### src/sv/utf8d_pkg.sv
package utf8d_pkg;

   localparam int unsigned ByteW = 8;
   localparam int unsigned CpW   = 31;
   localparam int unsigned PendW = 3;
   localparam int unsigned ContW = 6;

   localparam logic [PendW-1:0] PendNone = '0;

   typedef struct packed {
      logic            vld;
      logic [CpW-1:0]  cp;
      logic            err;
      logic            done;
   } res_type;

endpackage

### src/sv/utf8d_step.sv
module utf8d_step import utf8d_pkg::*; (
   input  logic             clock,
   input  logic             reset,
   input  logic             go,
   input  logic [ByteW-1:0] byte_in,
   input  logic             last_byte,
   output res_type          res
);

   logic [PendW-1:0] pend_ff, pend_in;
   logic [CpW-1:0]   part_ff, part_in;

   logic [PendW-1:0] need;
   logic [CpW-1:0]   payload;
   logic             lead_ok;
   logic [CpW-1:0]   cont_val;
   logic [PendW-1:0] pend_dec;

   always_comb begin
      need    = PendNone;
      payload = '0;
      lead_ok = 1'b1;
      if ((byte_in & 8'hE0) == 8'hC0) begin
         need    = 3'd1;
         payload = CpW'(byte_in[4:0]);
      end else if ((byte_in & 8'hF0) == 8'hE0) begin
         need    = 3'd2;
         payload = CpW'(byte_in[3:0]);
      end else if ((byte_in & 8'hF8) == 8'hF0) begin
         need    = 3'd3;
         payload = CpW'(byte_in[2:0]);
      end else if ((byte_in & 8'hFC) == 8'hF8) begin
         need    = 3'd4;
         payload = CpW'(byte_in[1:0]);
      end else if ((byte_in & 8'hFE) == 8'hFC) begin
         need    = 3'd5;
         payload = CpW'(byte_in[0]);
      end else begin
         lead_ok = 1'b0;
      end
   end

   assign cont_val = {part_ff[CpW-ContW-1:0], byte_in[ContW-1:0]};
   assign pend_dec = pend_ff - 3'd1;

   always_comb begin
      pend_in  = pend_ff;
      part_in  = part_ff;
      res.vld  = 1'b0;
      res.cp   = '0;
      res.err  = 1'b0;
      res.done = last_byte;
      if (go) begin
         if (pend_ff == PendNone) begin
            if (!byte_in[ByteW-1]) begin
               res.vld = 1'b1;
               res.cp  = CpW'(byte_in);
            end else if (!lead_ok || last_byte) begin
               res.vld = 1'b1;
               res.err = 1'b1;
               part_in = '0;
            end else begin
               pend_in = need;
               part_in = payload;
            end
         end else begin
            pend_in = pend_dec;
            part_in = cont_val;
            if (pend_dec == PendNone) begin
               res.vld = 1'b1;
               res.cp  = cont_val;
               part_in = '0;
            end else if (last_byte) begin
               res.vld = 1'b1;
               res.err = 1'b1;
               pend_in = PendNone;
               part_in = '0;
            end
         end
      end
   end

   always_ff @(posedge clock) begin
      if (reset) begin
         pend_ff <= PendNone;
         part_ff <= '0;
      end else begin
         pend_ff <= pend_in;
         part_ff <= part_in;
      end
   end

endmodule

### src/sv/utf8_stream_decoder.sv
// Path: an accepted input item is held in the input register, then passes the
// single-pass decode step into the result register; a stalled result register holds it back.
// Throughput: one byte per cycle; a new item is taken every cycle the result side drains.
// Reset: synchronous, active high; clears valid flags and the pending sequence state.
module utf8_stream_decoder import utf8d_pkg::*; (
   input  logic        clock,
   input  logic        reset,
   input  logic        req_tvalid,
   output logic        req_tready,
   input  logic [7:0]  req_tdata,   // [7:0] byte_in
   input  logic        req_tlast,   // last_byte
   output logic        rsp_tvalid,
   input  logic        rsp_tready,
   output logic [31:0] rsp_tdata,   // [30:0] code_point, [31] zero
   output logic        rsp_tuser,   // decode_error
   output logic        rsp_tlast    // buffer_done
);

   logic             s1_vld_ff, s1_vld_in;
   logic [ByteW-1:0] s1_byte_ff;
   logic             s1_last_ff;
   logic             rsp_vld_ff, rsp_vld_in;
   logic [CpW-1:0]   rsp_cp_ff;
   logic             rsp_err_ff;
   logic             rsp_done_ff;
   logic             out_free;
   logic             step_go;
   res_type          res;

   assign out_free   = !rsp_vld_ff || rsp_tready;
   assign step_go    = s1_vld_ff && out_free;
   assign req_tready = !s1_vld_ff || out_free;
   assign s1_vld_in  = req_tready ? req_tvalid : s1_vld_ff;
   assign rsp_vld_in = out_free ? res.vld : rsp_vld_ff;

   utf8d_step u_step (
      .clock     (clock),
      .reset     (reset),
      .go        (step_go),
      .byte_in   (s1_byte_ff),
      .last_byte (s1_last_ff),
      .res       (res)
   );

   always_ff @(posedge clock) begin
      if (reset) begin
         s1_vld_ff  <= 1'b0;
         rsp_vld_ff <= 1'b0;
      end else begin
         s1_vld_ff  <= s1_vld_in;
         rsp_vld_ff <= rsp_vld_in;
      end
   end

   always_ff @(posedge clock) begin
      if (req_tvalid && req_tready) begin
         s1_byte_ff <= req_tdata;
         s1_last_ff <= req_tlast;
      end
      if (res.vld && out_free) begin
         rsp_cp_ff   <= res.cp;
         rsp_err_ff  <= res.err;
         rsp_done_ff <= res.done;
      end
   end

   assign rsp_tvalid = rsp_vld_ff;
   assign rsp_tdata  = {1'b0, rsp_cp_ff};
   assign rsp_tuser  = rsp_err_ff;
   assign rsp_tlast  = rsp_done_ff;

endmodule

### config.mk
export PLATFORM = sky130hd
export DESIGN_NAME = utf8_stream_decoder
export DESIGN_NICKNAME = d
export VERILOG_FILES = /design/src/sv/utf8d_pkg.sv /design/src/sv/utf8d_step.sv /design/src/sv/utf8_stream_decoder.sv
export SDC_FILE = /design/constraint.sdc
export NUM_CORES = 1
export LEC_CHECK = 0
export BUFFER_PORTS_ARGS = -buffer_cell sky130_fd_sc_hd__clkbuf_2
export CAP_MARGIN = 20
export CELL_PAD_IN_SITES_DETAIL_PLACEMENT = 1
export CELL_PAD_IN_SITES_GLOBAL_PLACEMENT = 1
export CORE_ASPECT_RATIO = 1.1
export CORE_MARGIN = 2
export CORE_UTILIZATION = 39
export CTS_CLUSTER_DIAMETER = 150
export DETAILED_ROUTE_END_ITERATION = 8
export PLACE_DENSITY = 0.81
export SLEW_MARGIN = 40
export SYNTH_ARGS = -nofsm -noshare
export SYNTH_HDL_FRONTEND = slang
export SYNTH_SLANG_ARGS = --single-unit
### constraint.sdc
create_clock -name clock -period 2.96 [get_ports clock]
set_input_delay 0.148 -clock clock [delete_from_list [all_inputs] [get_ports clock]]
set_output_delay 0.148 -clock clock [all_outputs]
set_load 0.05 [all_outputs]
Word-level counts from Yosys, hierarchy flattened

Index checks and enable logic that the tools add are counted.

Word-level logic and storage cells: 65
Bits in registers: 72
Input bits: 13
Output and inout bits: 36

Equal/unequal tests: 7
Reductions and logical operators: 13
Muxes and demuxes: 35
Add/sub/neg operators: 1

Operators with widths:

| operator                                          | number |
|---|---|
| 2-to-1 mux 25 bit                                 | 8 |
| 2-to-1 mux 33 bit                                 | 2 |
| 2-to-1 mux 31 bit                                 | 1 |
| 2-to-1 mux 3 bit                                  | 10 |
| 2-to-1 mux 1 bit                                  | 12 |
| equality test 7 bit (second input constant)       | 1 |
| 2-to-1 mux 7 bit                                  | 1 |
| equality test 6 bit (second input constant)       | 1 |
| logical NOT 3 bit                                 | 2 |
| equality test 5 bit (second input constant)       | 1 |
| equality test 4 bit (second input constant)       | 1 |
| inequality test 2 bit (second input constant)     | 2 |
| equality test 3 bit (second input constant)       | 1 |
| logical AND 1 bit                                 | 3 |
| logical NOT 1 bit                                 | 3 |
| logical OR 1 bit                                  | 3 |
| AND reduction 3 bit                               | 1 |
| subtractor 3 x 1 -> 3 bit (second input constant) | 1 |
| 2-to-1 mux 2 bit                                  | 1 |
| AND reduction 2 bit                               | 1 |

Depth between registers and ports, before layout

Gate-level depths: netlist (run 1).

Depth in word-level cells: 13
Mapped depth: 8
Gate-level depth less buffers: 6

Modules after synthesis

From an unflattened synthesis (run 1), not the netlist that was laid out.

Cell total of the unflattened synthesis: 215
Area total of the unflattened synthesis: 2866.5 um^2

By module, submodules not included:

| module              | cells each | instances | area each (um^2) | seq. area each (um^2) |
|---|---|---|---|---|
| utf8d_step          | 160        | 1         | 1485.2           | 560.5 |
| utf8_stream_decoder | 55         | 1         | 1381.3           | 1301.2 |

Worst setup path after synthesis (run 1)

No wires, ideal clock.

Path type: register -> register
Start point: register u_step.pend_ff[0]
End point: register rsp_cp_ff[0], enable pin
Setup slack: 0.043 ns
Stages on the path, launching flop included: 7
Setup time: 0.423 ns
Data required time: 2.537 ns
Arrival time: 2.494 ns
Buffers on the path: 0
Clock period less this slack: 2.917 ns
Path through: dfxtp_1 -> inv_1 -> ha_1 -> nor2b_1 -> o31ai_2 -> o2bb2ai_1 -> nor2_1

Longest elaborated chain between the ends: 6
Elaborated cells between the ends (all ways): 7
Classes of those cells: add/sub (1); mux (3); reduce/logical (3)

Ends and longest elaborated chain:

| element                   | line                      | RTL |
|---|---|---|
| from (decl)               | utf8d_step.sv:10          | `logic [PendW-1:0] pend_ff, pend_in;` |
| from (signal assigned)    | utf8d_step.sv:85          | `pend_ff <= PendNone;` |
| from (signal assigned)    | utf8d_step.sv:88          | `pend_ff <= pend_in;` |
| subtractor 3 x 1 -> 3 bit | utf8d_step.sv:44          | `assign pend_dec = pend_ff - 3'd1;` |
| logical NOT 3 bit         | utf8d_step.sv:69          | `if (pend_dec == PendNone) begin` |
| 2-to-1 mux 1 bit          | utf8d_step.sv:69          |  |
| 2-to-1 mux 33 bit (*)     | utf8d_step.sv:54          | `if (pend_ff == PendNone) begin` |
| 2-to-1 mux 33 bit (*)     | utf8d_step.sv:53          | `if (go) begin` |
| logical AND 1 bit (*)     | utf8_stream_decoder.sv:60 | `if (res.vld && out_free) begin` |
| to (signal assigned)      | utf8_stream_decoder.sv:61 | `rsp_cp_ff <= res.cp;` |
| to (decl)                 | utf8_stream_decoder.sv:23 | `logic [CpW-1:0] rsp_cp_ff;` |

Mark *: on every way between the ends. The rest lies on a longest branch, timed or not.
A chain may end at the register's enable or synchronous reset.

Worst setup path after layout (run 1)

Start point: register u_step.pend_ff[1]
End point: register u_step.pend_ff[1]

Longest elaborated chain between the ends: 4
Elaborated cells between the ends (all ways): 9
Classes of those cells: add/sub (1); eq/ne (2); mux (3); reduce/logical (3)

Ends and longest elaborated chain:

| element                                               | line |
|---|---|
| subtractor 3 x 1 -> 3 bit                             | utf8d_step.sv:44 |
| logical NOT 3 bit or 2-to-1 mux 3 bit (tied branches) | utf8d_step.sv:69, utf8d_step.sv:73 |
| 2-to-1 mux 3 bit                                      | utf8d_step.sv:69 |
| 2-to-1 mux 3 bit                                      | utf8d_step.sv:54 |

Parallel ways exist; a longest one is shown, timed or not.

==> results of run 1 <==
cell usage after synthesis, drive strengths merged (2+ instances only):
library cell and instances:
nor2 7, dfxtp 30, a21oi 26, nand3 6, ha 3, edfxtp 42, and3 5, nand2b 2
nor2b 3, inv 12, buf 4, and2 31, a211oi 2, o21ai 3, nand2 27, nand4 22
clkbuf 13, a2bb2oi 2, a31oi 2, o41ai 4
through the flow:
stage / power (uW) / instances / util / cell area, um2
after global placement: 1320 / 388 / 0.4411 / 3278
after global routing: 2123 / 413 / 0.4786 / 3557
after detailed placement: 1325 / 388 / 0.4416 / 3282
after CTS: 2065 / 413 / 0.4786 / 3557
final: 2052 / 413 / 0.4786 / 3557
after floorplan: 1270 / 266 / - / 2972
layer usage:
layer / GRT usage / up-vias / routed length [um]
met2: 0.2850 / 56 / 3335
met5: 0 / - / 0
met1: 0.2340 / 1099 / 3127
li1: - / 1077 / -
met4: 0.08077 / 0 / 187
met3: 0.04069 / 17 / 260
layout make-up:
type                    instances  share of cell area
multi-input cells             164              0.2782
repair buffers                 61              0.1020
clock inverters                 7             0.01724
well taps                      87             0.03060
clock buffers                   9             0.03482
inverters                      13             0.01372
flip-flops and latches         72              0.5234
worst paths after layout:
check	startpoint	end	slack [ps]
worst max-delay path	u_step.pend_ff[1]	u_step.pend_ff[1]	690
worst min-delay path	req_tvalid	s1_vld_ff	20
worst max register to register	u_step.pend_ff[1]	u_step.pend_ff[1]	690
worst min register to register	u_step.part_ff[24]	u_step.part_ff[24]	450
worst max-delay path, delay by kind of cell, from the launching register on:
kind	cells	cell delay, ps
AOI/OAI and AO/OA	1	320
adders and majority gates	1	280
buffers and inverters	1	110
DFF	1	330
and+or+nand+nor	3	1120
cells by family after synthesis:
group	Yosys count	synth area share
AOI/OAI and AO/OA	53	0.1175
DFF	72	0.6265
muxes	1	0.003789
other	1	0.001262
adders and majority gates	3	0.01263
buffers and inverters	30	0.04253
and+or+nand+nor	106	0.1958
state kept, by name, summed over array words and instances (netlist names):
signal	cells
s1_last_ff	1
s1_byte_ff	8
rsp_tuser	1
rsp_tvalid	1
u_step.part_ff	25
u_step.pend_ff	3
rsp_tlast	1
rsp_cp_ff	31
s1_vld_ff	1
power by group through the flow:
stage / Sequential [uW] / Combinational [uW] / Clock [uW]
5_1_grt: 1110 / 216 / 794
3_5_place_dp: 1130 / 192 / 0
2_1_floorplan: 1200 / 70.8 / 0
6_report: 1110 / 202 / 741
3_3_place_gp: 1130 / 189 / 0
4_1_cts: 1110 / 202 / 753
cells in the final DEF, fill, tap and decap left out, types with 6 or more instances in the layout:
| master | n |
|---|---|
| clkbuf_2 | 47 |
| edfxtp_1 | 42 |
| and2_1 | 31 |
| dfxtp_1 | 30 |
| nand2_1 | 27 |
| a21oi_1 | 26 |
| nand4_1 | 22 |
| inv_1 | 12 |
| clkbuf_8 | 9 |
| dlygate4sd3_1 | 9 |
| nand3_1 | 6 |
repair_timing:
action / 4_1_cts / 5_1_grt
hold endpoints to repair: 9 / 0
endpoints found under the setup margin: 0 / 0
hold buffers: 9 / 0
resized for setup: 0 / 0
==> flow_summary.json, run 1 <==
{
  "slew_headroom": 0.5436,
  "endpoint_kind": "flop",
  "num_vias": 2249,
  "antenna_cells": 0,
  "post_cts_buffers": 0,
  "hpwl_um": 4631,
  "period_needed_ps": 2271,
  "ys_async_sr_fraction": 0,
  "cp_slowest_cell": "or3b_4",
  "synth_enable_flop_cells": 42,
  "register_area_um2": 1862,
  "gp_congestion": 0.9261,
  "drive_above_1_share": 0.2331,
  "drtIter0Drc": 155,
  "syn-cell-area_um2": 2972,
  "cp_data_required_time_ps": 3200,
  "crit_path_cell_trace": "inv_1, ha_1, or3b_4, and3_2, and3_4, a311oi_1",
  "r2r_cells": 6,
  "fillers": 836,
  "cellLeakagePower_uw": 0.001323,
  "grt_start_max_net_pins": 31,
  "syn_inst": 266,
  "switchingPower_uw": 593.6,
  "dr.pass1.iters": 4,
  "gr-usage-all-layers": 0.1794,
  "maxCapViolCount": 0,
  "die_w_um": 87.23,
  "drc": 0,
  "switching_share": 0.2893,
  "avgSynthCellArea_um2": 11.17,
  "rsz0062_at_grt": "no",
  "final_net_count": 337,
  "min_period_over_period": 0.7673,
  "die_h_um": 95.55,
  "synth_top_cell_by_area": "edfxtp_1",
  "cts_tree": "done",
  "max-vdd-ir-drop_mv": 0.3128,
  "via_per_inst": 5.446,
  "clk_path_buf_depth": 2,
  "ys.flop_type": "edfxtp_1",
  "arrival_ps": 2510,
  "finalSetupTns_ps": 0,
  "hold_path.class": "in -> reg",
  "place_ws_ps": 697.8,
  "power_frac_clock": 0.361,
  "htree_levels": 3,
  "core_area_um2": 7432,
  "start_kind": "flop",
  "criticalPathCategory": "reg -> reg",
  "hold_ws_ps": 17.69,
  "ys_seq_elements": 72,
  "critPathMaxStageDelay_ps": 440,
  "worst-slew-pin-transition_ps": 683.9,
  "grt_pass1_wl_um": 11280,
  "clkTransAtPathRegs_ps": 80,
  "numPortBuffers": 47,
  "grt_antenna_before_repair": 0,
  "synth.area.top_cells": "edfxtp_1, dfxtp_1, and2_1",
  "status": "finished clean",
  "combPwrFrac": 0.098,
  "clockRootBuffer": "clkbuf_8",
  "whs_path_depth": 3,
  "gr-total-overflow": 0,
  "fmax_mhz": 440.3,
  "ant_nets": 0,
  "io_pins": 49,
  "drv_slew": 0,
  "yosysSeqAreaShare": 0.6265,
  "multi_input_area_um2": 989.7,
  "setup_viol": 0,
  "synth_cell_types": 43,
  "synth_top_area_frac": 0.4244,
  "critPathMaxFanout": 26,
  "setup_ws_ps": 688.9,
  "p_int_uw": 1458,
  "fp.dieArea_um2": 8334,
  "fp-row-count": 33,
  "routed_wl_um": 6911,
  "area_growth_pct": 19.71,
  "power.density_nw_per_um2": 576.8,
  "initial_core_util": 0.3998,
  "finalClockSkew_ps": 10.77,
  "clock_sink_count": 72,
  "clock_latency_ps": 360,
  "hold_viol_final": 0,
  "p_seq_frac": 0.541,
  "wl_per_cell_um": 16.73,
  "grt_pass1_vias": 2291,
  "yosysWarningCount": 0,
  "syn_nets": 282,
  "cts_buffers": 9
}
No activity file was read; power rests on OpenSTA's default activity.
==> run 2: changes to the inputs <==
- clock period: 2.96 -> 1.91 ns (I/O delays scaled with it)
==> run 2 against run 1 <==
Die area unchanged. Count of clock-buffer cells in the layout increased by 1. Global-route usage up 0.35 points. Register-to-register slack got worse by 620 ps. Design area grew 8.0%. Cell count up 4.6%. Utilization increased by 3.8 points. Highest routed layer unchanged.
==> flow_summary.json, run 2 (same netlist as run 1, synthesis figures left out) <==
{
  "arrival_ps": 2090,
  "numPortBuffers": 47,
  "fillers": 803,
  "rsz0062_at_grt": "yes",
  "cts_tree": "done",
  "antenna_cells": 0,
  "core_area_um2": 7432,
  "cts_buffers": 9,
  "drc": 0,
  "drive_above_1_share": 0.3101,
  "die_h_um": 95.55,
  "clock_sink_count": 72,
  "grt_pass1_wl_um": 11430,
  "initial_core_util": 0.3998,
  "area_growth_pct": 29.31,
  "top_usage_layer": "met2",
  "drv_slew": 0,
  "fp-row-count": 33,
  "cp_data_required_time_ps": 2170,
  "grt_antenna_before_repair": 0,
  "maxCapViolCount": 0,
  "clkTransAtPathRegs_ps": 80,
  "clock_latency_ps": 360,
  "met1_usage": 0.2204,
  "via_per_inst": 5.266,
  "numPlacedInstances": 404,
  "die_w_um": 87.23,
  "largest_register_ff_count": 31,
  "ant_nets": 0,
  "use_met2": 0.2971,
  "wl_per_cell_um": 16.33,
  "hold_ws_ps": 117.4,
  "reg.largest.list": "rsp_cp_ff x31, u_step.part_ff x25, s1_byte_ff x8",
  "period_needed_ps": 1837,
  "mostFrequentLayoutCell": "clkbuf_2",
  "hpwl_um": 4916,
  "mostFrequentLayoutCells": "clkbuf_2, edfxtp_1, and2_1",
  "num_vias": 2275,
  "place_ws_ps": 9.788,
  "post-route-util": 0.5170,
  "power.density_nw_per_um2": 821.3,
  "drtIter0Drc": 131,
  "clk_path_buf_depth": 2,
  "routed_wl_um": 7055,
  "setup_ws_ps": 73.02,
  "hold_viol_final": 0,
  "status": "finished clean",
  "finalClockSkew_ps": 12.00,
  "multi_input_area_um2": 1095,
  "start_kind": "flop",
  "fp.dieArea_um2": 8334,
  "endpoint_kind": "flop",
  "gp_congestion": 0.8690,
  "htree_levels": 3,
  "final_net_count": 356,
  "io_pins": 49,
  "gr-usage-all-layers": 0.1830,
  "max-vdd-ir-drop_mv": 0.6484,
  "min_period_over_period": 0.9618,
  "dr.pass1.iters": 4,
  "fin_area_um2": 3842,
  "hold_path.class": "in -> reg",
  "register_area_um2": 1864,
  "critPathMaxFanout": 7,
  "fmax_mhz": 544.4,
  "final_cell_count_no_fill": 432,
  "setup_viol": 0,
  "use_met3": 0.05022,
  "cellLeakagePower_uw": 0.001457,
  "gr-total-overflow": 0,
  "grt_start_max_net_pins": 30,
  "criticalPathCategory": "reg -> reg",
  "dpl-instance-area_um2": 3512,
  "regMostFlops": "rsp_cp_ff",
  "clockRootBuffer": "clkbuf_8",
  "grt_pass1_vias": 2367
}
## run 2: worst paths after layout
| check | cells after the start | startpoint | end | slack [ps] |
|---|---|---|---|---|
| worst max-delay path | 6 | u_step.pend_ff[0] | u_step.pend_ff[1] | 70 |
| worst min-delay path | 4 | rsp_tready | s1_vld_ff | 120 |
| worst max register to register | 6 | u_step.pend_ff[0] | u_step.pend_ff[1] | 70 |
| worst min register to register | 2 | u_step.part_ff[21] | u_step.part_ff[21] | 460 |
## run 2: layer usage
metal | vias up | routed length (um)
li1 | 1115 | -
met1 | 1094 | 3079
met2 | 53 | 3490
met3 | 13 | 283
met4 | 0 | 200
met5 | - | 0
## run 2: metrics by stage
stage	total power (uW)	TNS, ps
2_1_floorplan	1979	0
3_3_place_gp	2084	-2870
3_5_place_dp	2094	0
4_1_cts	3167	-17.53
5_1_grt	3287	-8.561
6_report	3156	0
## run 2: where the power goes
group	leakage (uW)	total [uW]	internal, uW	switching [uW]
Combinational	0.000732	376	116	260
Clock	0.0000789	1070	475	595
Sequential	0.000646	1710	1690	22.6
## run 2: area by class of cell
class | instances | area share
timing repair buffer | 80 | 0.1439
multi-input combinational | 164 | 0.2849
clock buffer | 10 | 0.03321
inverter | 13 | 0.01270
clock inverter | 6 | 0.01172
sequential | 72 | 0.4852
tap | 87 | 0.02833
## run 2: repair_timing
| action | 4_1_cts | 5_1_grt |
|---|---|---|
| gates cloned | 0 | 0 |
| hold buffers | 10 | 0 |
| gates resized for setup | 2 | 9 |
| endpoints found under the hold margin | 10 | 0 |
| buffers inserted | 1 | 1 |
| setup endpoints to repair | 18 | 78 |
| pin swaps | 2 | 2 |
## run 2: critical path, stage by stage (launching register included)
cell and delay (ps):
dfxtp_2 350, inv_2 100, ha_4 150, or3b_4 400, and3_2 280, and3_4 200
a311oi_2 260
==> run 3: changes to the inputs <==
--- a/config.mk
+++ b/config.mk
@@ -7,3 +7,3 @@
 export LEC_CHECK = 0
-export BUFFER_PORTS_ARGS = -buffer_cell sky130_fd_sc_hd__clkbuf_2
+export BUFFER_PORTS_ARGS = -buffer_cell sky130_fd_sc_hd__buf_2
 export CAP_MARGIN = 20
==> constraint.sdc (replaced) <==
create_clock -name clock -period 1.91 [get_ports clock]
set_input_delay 0.382 -clock clock [delete_from_list [all_inputs] [get_ports clock]]
set_output_delay 0.382 -clock clock [all_outputs]
set_load 0.05 [all_outputs]
==> run 3 against run 2 <==
Global-route usage is 0.37 points higher. Worst hold slack gained 83 ps. Total power grew 9.2%. Non-clock buffer count decreased by 7. First-iteration DRC count is 20% higher. Via count up 0.66%. Critical endpoint is now rsp_cp_ff[8]. Clock skew is essentially flat. Largest power group unchanged.
==> flow_summary.json, run 3 (same netlist as run 1, synthesis figures left out) <==
{
  "finalSetupTns_ps": 0,
  "area_growth_pct": 28.29,
  "period_needed_ps": 1848,
  "gp_congestion": 0.8736,
  "fmax_mhz": 541.1,
  "setup_viol": 0,
  "numPortBuffers": 47,
  "largest_register_ff_count": 31,
  "fp-row-count": 33,
  "routed_wl_um": 7227,
  "drive_above_1_share": 0.3254,
  "cts_buffers": 9,
  "dr.pass1.iters": 4,
  "cts_tree": "done",
  "start_kind": "flop",
  "critPathLaunch": "u_step.pend_ff[1]",
  "max-vdd-ir-drop_mv": 0.5188,
  "hold_viol_final": 0,
  "numPlacedInstances": 406,
  "core_area_um2": 7432,
  "drtIter0Drc": 157,
  "min_period_over_period": 0.9676,
  "rsz0062_at_grt": "yes",
  "post-route-util": 0.5130,
  "clockRootBuffer": "clkbuf_8",
  "clkTransAtPathRegs_ps": 80,
  "gr-total-overflow": 0,
  "die_h_um": 95.55,
  "status": "finished clean",
  "place_ws_ps": -18.97,
  "final_cell_count_no_fill": 425,
  "cellLeakagePower_uw": 0.001446,
  "hpwl_um": 5106,
  "grt_pass1_vias": 2303,
  "grt_start_max_net_pins": 30,
  "initial_core_util": 0.3998,
  "antenna_cells": 0,
  "endpoint_kind": "flop",
  "final_net_count": 349,
  "clk_path_buf_depth": 2,
  "r2r-end": "rsp_cp_ff[8]",
  "grt_antenna_before_repair": 0,
  "setup_ws_ps": 61.81,
  "drv_slew": 0,
  "gr-usage-all-layers": 0.1867,
  "endpoint": "rsp_cp_ff[8]",
  "fp.dieArea_um2": 8334,
  "regMostFlops": "rsp_cp_ff",
  "clock_latency_ps": 350,
  "criticalPathCategory": "reg -> reg",
  "mostFrequentLayoutCells": "buf_2, edfxtp_1, and2_1",
  "r2r_start": "u_step.pend_ff[1]",
  "finalClockSkew_ps": 11.83,
  "via_per_inst": 5.388,
  "maxCapViolCount": 0,
  "reg.largest.list": "rsp_cp_ff x31, u_step.part_ff x25, s1_byte_ff x8",
  "die_w_um": 87.23,
  "wl_per_cell_um": 17.00,
  "r2r_cells": 8,
  "critPathMaxFanout": 23,
  "num_vias": 2290,
  "ant_nets": 0,
  "io_pins": 49,
  "mostFrequentLayoutCell": "buf_2",
  "clock_sink_count": 72,
  "hp-start": "req_tdata[3]",
  "grt_pass1_wl_um": 11700,
  "drc": 0,
  "htree_levels": 3,
  "r2r_slack_ps": 60,
  "cp_data_required_time_ps": 2020,
  "hold_path.class": "in -> reg",
  "arrival_ps": 1960,
  "power.density_nw_per_um2": 903.6
}
run 3: cell count changes in the layout (fill, tap and decap cells not counted), moves of 2 or more:
cell / change
buf_4: +3
bufinv_16: +2
buf_2: +47
dlygate4sd3_1: -10
clkbuf_2: -47
clkinvlp_4: -2
run 3: through the flow:
stage / hold WS (ps) / total power (uW) / area [um2]
final: 200.3 / 3445 / 3812
after global routing: 187.6 / 3554 / 3812
after CTS: 195.8 / 3448 / 3780
after detailed placement: 449.6 / 2097 / 3527
after global placement: 443.9 / 2086 / 3525
after floorplan: 427.3 / 1979 / 3048
run 3: timing repair:
action / 4_1_cts / 5_1_grt
setup endpoints to repair: 35 / 69
hold buffers: 0 / 0
gates resized for setup: 2 / 10
setup buffers: 2 / 1
pin swaps: 0 / 4
run 3: area by class of cell:
| type | instances | area (um2) |
|---|---|---|
| fillers | 833 | 3620 |
| flip-flops and latches | 72 | 1864 |
| multi-input cells | 164 | 1089 |
| repair buffers | 73 | 475.5 |
| clock buffers | 9 | 123.9 |
| well taps | 87 | 108.9 |
| clock inverters | 7 | 102.6 |
| inverters | 13 | 48.80 |
run 3: how the worst min path moves through the flow:
stage	cells after the start	to
2_1_floorplan	2	u_step.part_ff[19]
3_3_place_gp	2	u_step.part_ff[22]
3_5_place_dp	2	u_step.part_ff[24]
4_1_cts	1	s1_byte_ff[3]
5_1_grt	1	s1_byte_ff[3]
6_report	1	s1_byte_ff[3]
run 3: worst max-delay path: stages (launching register included):
cell	delay [ps]
dfxtp_2	340
inv_2	70
ha_2	190
nor2b_4	130
buf_4	130
o31ai_4	340
o2bb2ai_4	180
nor2_4	70
buf_12	160
run 3: power breakdown:
| group | total, uW | internal, uW | switching, uW | leakage (uW) |
|---|---|---|---|---|
| combinational | 365 | 107 | 258 | 0.000690 |
| clock | 1370 | 749 | 623 | 0.000110 |
| sequential | 1710 | 1690 | 21.1 | 0.000646 |
run 3: per-layer routing:
layer / part of all wire / GRT usage
met5: 0 / 0
met4: 0.018 / 0.07179
met3: 0.045 / 0.04762
met2: 0.50 / 0.3003
met1: 0.44 / 0.2420
